$ cat config.mk
export PLATFORM = sky130hd
export DESIGN_NAME = interrupt_controller_8259
export DESIGN_NICKNAME = d
export VERILOG_FILES = /design/src/sv/pic8259_pkg.sv /design/src/sv/pic8259_grant.sv /design/src/sv/pic8259_core.sv /design/src/sv/interrupt_controller_8259.sv
export SDC_FILE = /design/constraint.sdc
export NUM_CORES = 1
export LEC_CHECK = 0
export BUFFER_PORTS_ARGS = -buffer_cell sky130_fd_sc_hd__buf_4
export CAP_MARGIN = 20
export CORE_UTILIZATION = 44
export CTS_CLUSTER_DIAMETER = 40
export DETAILED_ROUTE_END_ITERATION = 10
export PLACE_DENSITY_LB_ADDON = 0.05
export SLEW_MARGIN = 15
export SYNTH_ARGS = -nofsm -noshare
export SYNTH_HDL_FRONTEND = slang
export SYNTH_SLANG_ARGS = --single-unit
$ cat constraint.sdc
create_clock -name clk -period 5.9 [get_ports clk]
set_input_delay 0.295 -clock clk [delete_from_list [all_inputs] [get_ports clk]]
set_output_delay 0.295 -clock clk [all_outputs]
set_load 0.02 [all_outputs]
$ cat src/sv/pic8259_pkg.sv
// Shared types and codes for the 8259-style interrupt controller.
// No dependencies; imported by the grant, core and top-level modules.
package pic8259_pkg;

    // Operation codes of one input item
    localparam logic [2:0] OP_READ  = 3'd0;
    localparam logic [2:0] OP_WRITE = 3'd1;
    localparam logic [2:0] OP_RAISE = 3'd2;
    localparam logic [2:0] OP_LOWER = 3'd3;
    localparam logic [2:0] OP_ACK   = 3'd4;

    // Error codes returned on register writes
    localparam logic [2:0] ERR_NONE      = 3'd0;
    localparam logic [2:0] ERR_ICW1      = 3'd1;
    localparam logic [2:0] ERR_NO_COMP   = 3'd2;
    localparam logic [2:0] ERR_ICW2      = 3'd3;
    localparam logic [2:0] ERR_ICW3      = 3'd4;
    localparam logic [2:0] ERR_ICW4      = 3'd5;
    localparam logic [2:0] ERR_NOT_READY = 3'd6;
    localparam logic [2:0] ERR_OCW       = 3'd7;

    // Initialization steps
    localparam logic [2:0] STEP_READY = 3'd0;
    localparam logic [2:0] STEP_ICW1  = 3'd1;
    localparam logic [2:0] STEP_ICW2  = 3'd2;
    localparam logic [2:0] STEP_ICW3  = 3'd3;
    localparam logic [2:0] STEP_ICW4  = 3'd4;

    // Configuration register indexes
    localparam logic CFG_HAS_COMPANION = 1'b0;
    localparam logic CFG_IS_SLAVE      = 1'b1;

    // Command words and bit positions
    localparam logic [7:0] CMD_NS_EOI     = 8'h20;
    localparam logic [3:0] CMD_SP_EOI_HI  = 4'h6;
    localparam logic [7:0] ICW1_FIXED_MSK = 8'hed;
    localparam logic [7:0] ICW1_FIXED_VAL = 8'h01;
    localparam logic [7:0] ICW4_FIXED_MSK = 8'hf7;
    localparam logic [7:0] ICW4_FIXED_VAL = 8'h01;
    localparam logic [2:0] RSEL_IRR       = 3'b010;
    localparam logic [2:0] RSEL_ISR       = 3'b011;
    localparam int         ICW1_INIT      = 4;
    localparam int         ICW1_SINGLE    = 1;
    localparam int         ICW1_NEED4     = 0;
    localparam int         OCW3_SEL       = 3;

    // One input item
    typedef struct packed {
        logic [2:0] operation;
        logic       offset;
        logic [7:0] write_data;
        logic [2:0] line;
    } item_t;

    // One result item
    typedef struct packed {
        logic [7:0] read_data;
        logic       vector_valid;
        logic [7:0] vector;
        logic       cascade_ack;
        logic       forward_raise;
        logic [7:0] forward_line;
        logic [2:0] error_code;
    } result_t;

    // Priority resolver answer
    typedef struct packed {
        logic       valid;
        logic [2:0] index;
    } grant_t;

endpackage

$ cat src/sv/pic8259_grant.sv
// Fixed-priority resolver: line 0 highest, an in-service line blocks lower ones.
// Depends on pic8259_pkg for grant_t.
module pic8259_grant
(
    input  logic [7:0]            pending,
    input  logic [7:0]            service,
    output pic8259_pkg::grant_t   grant
);
    import pic8259_pkg::*;

    // Scan from line 0; stop at the first in-service or pending line
    always_comb
    begin
        logic done;
        done  = 1'b0;
        grant = '0;
        if (pending != 8'd0)
        begin
            for (int i = 0; i < 8; i++)
            begin
                if (!done)
                begin
                    if (service[i])
                    begin
                        done = 1'b1;
                    end
                    else if (pending[i])
                    begin
                        done        = 1'b1;
                        grant.valid = 1'b1;
                        grant.index = 3'(i);
                    end
                end
            end
        end
    end

endmodule

$ cat src/sv/pic8259_core.sv
// Controller state (ICWs, IRR, ISR, IMR, read select, config) and per-item update.
// Depends on pic8259_pkg and pic8259_grant.
module pic8259_core
(
    input  logic                  clk,
    input  logic                  rst_n,
    input  logic                  cfg_write,
    input  logic                  cfg_index,
    input  logic                  cfg_data,
    input  logic                  go,
    input  pic8259_pkg::item_t    item,
    output pic8259_pkg::result_t  result
);
    import pic8259_pkg::*;

    logic       has_comp_reg;
    logic       is_slave_reg;
    logic [2:0] step_reg,  step_next;
    logic [7:0] icw1_reg,  icw1_next;
    logic [7:0] base_reg,  base_next;
    logic [7:0] casc_reg,  casc_next;
    logic [7:0] irr_reg,   irr_next;
    logic [7:0] isr_reg,   isr_next;
    logic [7:0] imr_reg,   imr_next;
    logic       rsel_reg,  rsel_next;
    grant_t     grant;

    pic8259_grant u_grant
    (
        .pending (irr_reg & ~imr_reg),
        .service (isr_reg),
        .grant   (grant)
    );

    // Work out next state and the result for the current item
    always_comb
    begin
        logic [7:0] v;
        logic [2:0] after23;
        logic [7:0] bitmask;
        v         = item.write_data;
        after23   = icw1_reg[ICW1_NEED4] ? STEP_ICW4 : STEP_READY;
        bitmask   = 8'd1 << item.line;
        step_next = step_reg;
        icw1_next = icw1_reg;
        base_next = base_reg;
        casc_next = casc_reg;
        irr_next  = irr_reg;
        isr_next  = isr_reg;
        imr_next  = imr_reg;
        rsel_next = rsel_reg;
        result    = '0;
        case (item.operation)
            OP_READ:
            begin
                if (!item.offset)
                    result.read_data = rsel_reg ? isr_reg : irr_reg;
                else
                    result.read_data = imr_reg;
            end
            OP_WRITE:
            begin
                if (!item.offset)
                begin
                    if (v[ICW1_INIT])
                    begin
                        if ((v & ICW1_FIXED_MSK) != ICW1_FIXED_VAL)
                            result.error_code = ERR_ICW1;
                        else if (!v[ICW1_SINGLE] && !has_comp_reg)
                            result.error_code = ERR_NO_COMP;
                        else
                        begin
                            icw1_next = v;
                            step_next = STEP_ICW2;
                        end
                    end
                    else if (v[OCW3_SEL])
                    begin
                        if (v[2:0] == RSEL_IRR)
                            rsel_next = 1'b0;
                        else if (v[2:0] == RSEL_ISR)
                            rsel_next = 1'b1;
                        else
                            result.error_code = ERR_OCW;
                    end
                    else if (v == CMD_NS_EOI)
                        isr_next = isr_reg & (isr_reg - 8'd1);
                    else if (v[7:4] == CMD_SP_EOI_HI)
                        isr_next = isr_reg & ~(8'd1 << v[2:0]);
                    else
                        result.error_code = ERR_OCW;
                end
                else
                begin
                    case (step_reg)
                        STEP_READY:
                            imr_next = v;
                        STEP_ICW2:
                        begin
                            if (v[2:0] != 3'd0)
                                result.error_code = ERR_ICW2;
                            else
                            begin
                                base_next = v;
                                step_next = icw1_reg[ICW1_SINGLE] ? after23 : STEP_ICW3;
                            end
                        end
                        STEP_ICW3:
                        begin
                            casc_next = v;
                            step_next = after23;
                            if (is_slave_reg ? (v > 8'd7)
                                             : (v == 8'd0 || (v & (v - 8'd1)) != 8'd0))
                                result.error_code = ERR_ICW3;
                        end
                        STEP_ICW4:
                        begin
                            step_next = STEP_READY;
                            if ((v & ICW4_FIXED_MSK) != ICW4_FIXED_VAL)
                                result.error_code = ERR_ICW4;
                        end
                        default:
                            result.error_code = ERR_NOT_READY;
                    endcase
                end
            end
            OP_RAISE:
            begin
                irr_next = irr_reg | bitmask;
                if (!icw1_reg[ICW1_SINGLE] && is_slave_reg && has_comp_reg)
                begin
                    result.forward_raise = 1'b1;
                    result.forward_line  = casc_reg;
                end
            end
            OP_LOWER:
                irr_next = irr_reg & ~bitmask;
            OP_ACK:
            begin
                if (step_reg == STEP_READY && grant.valid)
                begin
                    irr_next = irr_reg & ~(8'd1 << grant.index);
                    isr_next = isr_reg | (8'd1 << grant.index);
                    if (has_comp_reg && !is_slave_reg && casc_reg[grant.index])
                        result.cascade_ack = 1'b1;
                    else
                    begin
                        result.vector_valid = 1'b1;
                        result.vector       = {base_reg[7:3], base_reg[2:0] | grant.index};
                    end
                end
            end
            default:
            begin
                result = '0;
            end
        endcase
    end

    // Hold configuration until written
    always_ff @(posedge clk or negedge rst_n)
    begin
        if (!rst_n)
        begin
            has_comp_reg <= 1'b0;
            is_slave_reg <= 1'b0;
        end
        else if (cfg_write)
        begin
            if (cfg_index == CFG_HAS_COMPANION)
                has_comp_reg <= cfg_data;
            else
                is_slave_reg <= cfg_data;
        end
    end

    // Advance controller state once per processed item
    always_ff @(posedge clk or negedge rst_n)
    begin
        if (!rst_n)
        begin
            step_reg <= STEP_ICW1;
            icw1_reg <= 8'd0;
            base_reg <= 8'd0;
            casc_reg <= 8'd0;
            irr_reg  <= 8'd0;
            isr_reg  <= 8'd0;
            imr_reg  <= 8'hff;
            rsel_reg <= 1'b0;
        end
        else if (go)
        begin
            step_reg <= step_next;
            icw1_reg <= icw1_next;
            base_reg <= base_next;
            casc_reg <= casc_next;
            irr_reg  <= irr_next;
            isr_reg  <= isr_next;
            imr_reg  <= imr_next;
            rsel_reg <= rsel_next;
        end
    end

endmodule

$ cat src/sv/interrupt_controller_8259.sv
// Top level of the 8259-style interrupt controller: input register, core, result register.
// Depends on pic8259_pkg and pic8259_core.
//
//  channel  | handshake                  | payload
//  ---------+----------------------------+-----------------------------------------------
//  in       | in_valid / in_stall        | operation, offset, write_data, line
//  out      | out_valid / out_stall      | read_data, vector_valid, vector, cascade_ack,
//           |                            | forward_raise, forward_line, error_code
//  cfg      | cfg_write                  | cfg_index, cfg_data
//
// One item per cycle while the result register can take it: an item is held in the input
// register, processed by the core in a single pass, and its result is then registered.
// Reset puts the controller back to awaiting ICW1 with all lines masked.
// When out_stall holds the result register full, the input register holds its item and
// in_stall rises; a new transfer is taken as soon as the result register drains.
module interrupt_controller_8259
(
    input  logic       clk,
    input  logic       rst_n,
    input  logic       cfg_write,
    input  logic       cfg_index,
    input  logic       cfg_data,
    input  logic       in_valid,
    output logic       in_stall,
    input  logic [2:0] operation,
    input  logic       offset,
    input  logic [7:0] write_data,
    input  logic [2:0] line,
    output logic       out_valid,
    input  logic       out_stall,
    output logic [7:0] read_data,
    output logic       vector_valid,
    output logic [7:0] vector,
    output logic       cascade_ack,
    output logic       forward_raise,
    output logic [7:0] forward_line,
    output logic [2:0] error_code
);
    import pic8259_pkg::*;

    logic    in_vld_reg;
    item_t   item_reg;
    logic    out_vld_reg;
    result_t res_reg;
    result_t res_next;
    logic    advance;

    // Move the held item into the result register when that register is free
    assign advance  = in_vld_reg && (!out_vld_reg || !out_stall);
    assign in_stall = in_vld_reg && !advance;

    pic8259_core u_core
    (
        .clk       (clk),
        .rst_n     (rst_n),
        .cfg_write (cfg_write),
        .cfg_index (cfg_index),
        .cfg_data  (cfg_data),
        .go        (advance),
        .item      (item_reg),
        .result    (res_next)
    );

    // Capture an input transfer
    always_ff @(posedge clk or negedge rst_n)
    begin
        if (!rst_n)
            in_vld_reg <= 1'b0;
        else if (in_valid && !in_stall)
            in_vld_reg <= 1'b1;
        else if (advance)
            in_vld_reg <= 1'b0;
    end

    always_ff @(posedge clk)
    begin
        if (in_valid && !in_stall)
            item_reg <= '{operation: operation, offset: offset,
                          write_data: write_data, line: line};
    end

    // Hold the result until the output transfer completes
    always_ff @(posedge clk or negedge rst_n)
    begin
        if (!rst_n)
            out_vld_reg <= 1'b0;
        else if (advance)
            out_vld_reg <= 1'b1;
        else if (!out_stall)
            out_vld_reg <= 1'b0;
    end

    always_ff @(posedge clk)
    begin
        if (advance)
            res_reg <= res_next;
    end

    assign out_valid     = out_vld_reg;
    assign read_data     = res_reg.read_data;
    assign vector_valid  = res_reg.vector_valid;
    assign vector        = res_reg.vector;
    assign cascade_ack   = res_reg.cascade_ack;
    assign forward_raise = res_reg.forward_raise;
    assign forward_line  = res_reg.forward_line;
    assign error_code    = res_reg.error_code;

endmodule
==> metrics <==
number of H-tree levels=3; Synth Area in Compound Gates=0.160; Die Y-Extent=106 um; Worst Tran Pin Value=0.940 ns; WL final=11,400 um; largest family of logic cells by synthesized area=simple AND/OR/NAND/NOR gates; largest net degree at the start of global routing=51; Final WS setup=3.09 ns; Hold EP=item_reg[3]; # nets final=515; Mean Syn Cell Area=10.8 um2; FF-to-FF path depth=7; Post-Synth Simple-Gate Area=0.194; Worst Path Arrival=2.95 ns; Post-DRT Antenna Nets=0; clk_skew=0.0164 ns; outcome=complete, no violations; # diodes=0; # resized after CTS=0; initial antenna violation count=0; GPL Wtd Cong=0.922; WS Path Type=register to register; GRT Total Usage=0.218; reg-to-reg setup timing slack=3.09 ns; Max-cap violations=0; commonest cells after routing, fill and taps aside=54 x buf_4, 45 x nor2_1, 45 x edfxtp_1, 42 x nand2_1, 41 x dfrtp_1; Vias=3,595; Placeable Area=10,500 um2; I/O pin total=54; Critical Path Max Stage Delay=0.68 ns; mux share of post-synthesis cell area=0.0607; fin. max-slew vios=0; family with the most delay on the worst path=compound AO/OA/AOI/OAI gates; Unique masters post-synth=70; clock slew at reported path FFs=0.09 ns; CTS Sinks=95; router iterations before antenna repair=4; Hold Worst Slack=0.0940 ns; worst min path class=primary input to register; maximum clock rate=0.356 GHz; slowest CP cell=o32ai_4; worst path cell trace=nand2b_1 > nand4_1 > o32ai_4 > mux2i_1 > a221oi_2 > a31oi_4 > and3_1; Initial Util=0.459; Yosys reg bits=95; worst skew pair latency=0.37 ns; CP required=6.03 ns; Final setup viols=0; worst r2r src=u_core.imr_reg[0]; RR Endpoint=vector[5]; Hold Violations, Final=0; CP Capture Type=register; synthesis-to-layout area growth=13.7%; FFs w/ async S/R, synth=0.526; post-route insts no fill=633; CP bufs+invs=0; via/cell ratio=5.68; Crit. path cell count=7; CTS tree=built; worst-case clock buffer depth=2; drt wl/cell=18.1 um; total nets after synthesis=467; post-synthesis sequential area ratio=0.544; max reg flops=15; hold depth=1; Overflow after GRT=0; Initial DRC Count=229; CTS Buf Count=9; CTS Hold Bufs=1; setup repair bufs after CTS=0; Placed Cells=616; post-synthesis xor/xnor area fraction=0.00182; pre-CTS setup slack=3.09 ns; startpoint types=register; post-DP HPWL=8420 um; FP Rows=37; layout cells sized above 1=0.229; mapped cell area=4800 um2; Chip Width=106 um; setup TNS=0 ns; Synth Warn #=0; worst setup path start=u_core.imr_reg[0]; Cells after Synth=444; Finished Core Util=0.522; DIE AREA=11,300 um2; Min Clock Period, post-route=2.81 ns; IR drop worst, VDD=0.162 mV; maximum fanout along the worst path=13; Post-synth top flop=edfxtp_1; drt drc=0; Port Buffer Count=53; number of global-route vias before repair=3,471; most common cell after layout, fill and taps aside=buf_4; RSZ-0062 raised after global routing=false; Slew headroom=0.373; P_leak=0.00218 uW; final worst path period share=0.477; EDFF count, synth=45; root buffer cell=clkbuf_8; min-delay src=write_data[0]; Synth Area in Adders=0.00469; pwr/cell area=283 nW/um2; first-pass GRT wire length=18,500 um
[cell usage after synthesis (3+ instances only)]
cell type / instances / share of area
a41oi_1: 3 / 0.0055
o31ai_1: 3 / 0.0047
o21ai_1: 10 / 0.010
inv_1: 18 / 0.014
nor3_1: 9 / 0.0094
nor2_1: 45 / 0.035
a31oi_1: 10 / 0.013
or3_1: 4 / 0.0052
edfxtp_1: 45 / 0.28
clkbuf_1: 11 / 0.0086
a21oi_1: 29 / 0.030
nand2_1: 42 / 0.033
nand4_1: 4 / 0.0052
dfstp_2: 9 / 0.049
nor2b_1: 8 / 0.010
nor4_1: 4 / 0.0052
dfrtp_1: 41 / 0.21
and3_1: 8 / 0.010
and2_1: 9 / 0.012
mux2i_1: 10 / 0.021
o21ai_0: 19 / 0.020
mux2_2: 17 / 0.040
o22ai_1: 5 / 0.0065
nand3_1: 8 / 0.0083
buf_2: 3 / 0.0031
o211a_1: 3 / 0.0063
nand2b_1: 16 / 0.021
nor4_4: 3 / 0.013
[routing by layer]
layer / part of all wire / GRT usage
met5: 0 / 0
met4: 0.016 / 0.0812
met3: 0.059 / 0.0337
met2: 0.46 / 0.349
met1: 0.46 / 0.301
[cells by family after synthesis]
family,Yosys count
buffers and inverters,36
XOR/XNOR,1
AND/OR/NAND/NOR,175
multiplexers,27
adder cells (fa/ha/maj),2
flip-flops,95
AO/OA/AOI/OAI,108
[worst reg2reg max path: cells and delay by family (launching register included)]
kind / cells / cell delay (ns)
mux: 1 / 0.19
simple gates: 3 / 0.67
flops: 1 / 0.55
compound gates: 3 / 1.18
[worst max path at each step]
stage	to	slack, ns
finish	vector[5]	3.09
global route	vector[3]	2.96
CTS	vector[5]	3.09
detailed placement	vector[5]	3.09
global placement	vector[3]	3.14
floorplan	vector[3]	3.69
[power by group]
part | switching, uW | total (uW) | internal (uW)
Combinational | 233 | 360 | 128
Sequential | 54.4 | 800 | 746
Clock | 232 | 388 | 156
Total | 520 | 1550 | 1030
[layout make-up]
class | count | area [um2]
fill | 957 | 5000
sequential | 95 | 2610
multi-input combinational | 313 | 2020
timing repair buffer | 55 | 415
tap | 136 | 170
clock buffer | 10 | 128
inverter | 18 | 67.6
clock inverter | 6 | 45.0
[metrics by stage]
step	total power [uW]	cell area [um2]
2_1_floorplan	1060	4800
3_3_place_gp	1170	5280
3_5_place_dp	1170	5280
4_1_cts	1550	5460
5_1_grt	1630	5460
6_report	1550	5460
Note: power is estimated with default switching activity, not from simulation.
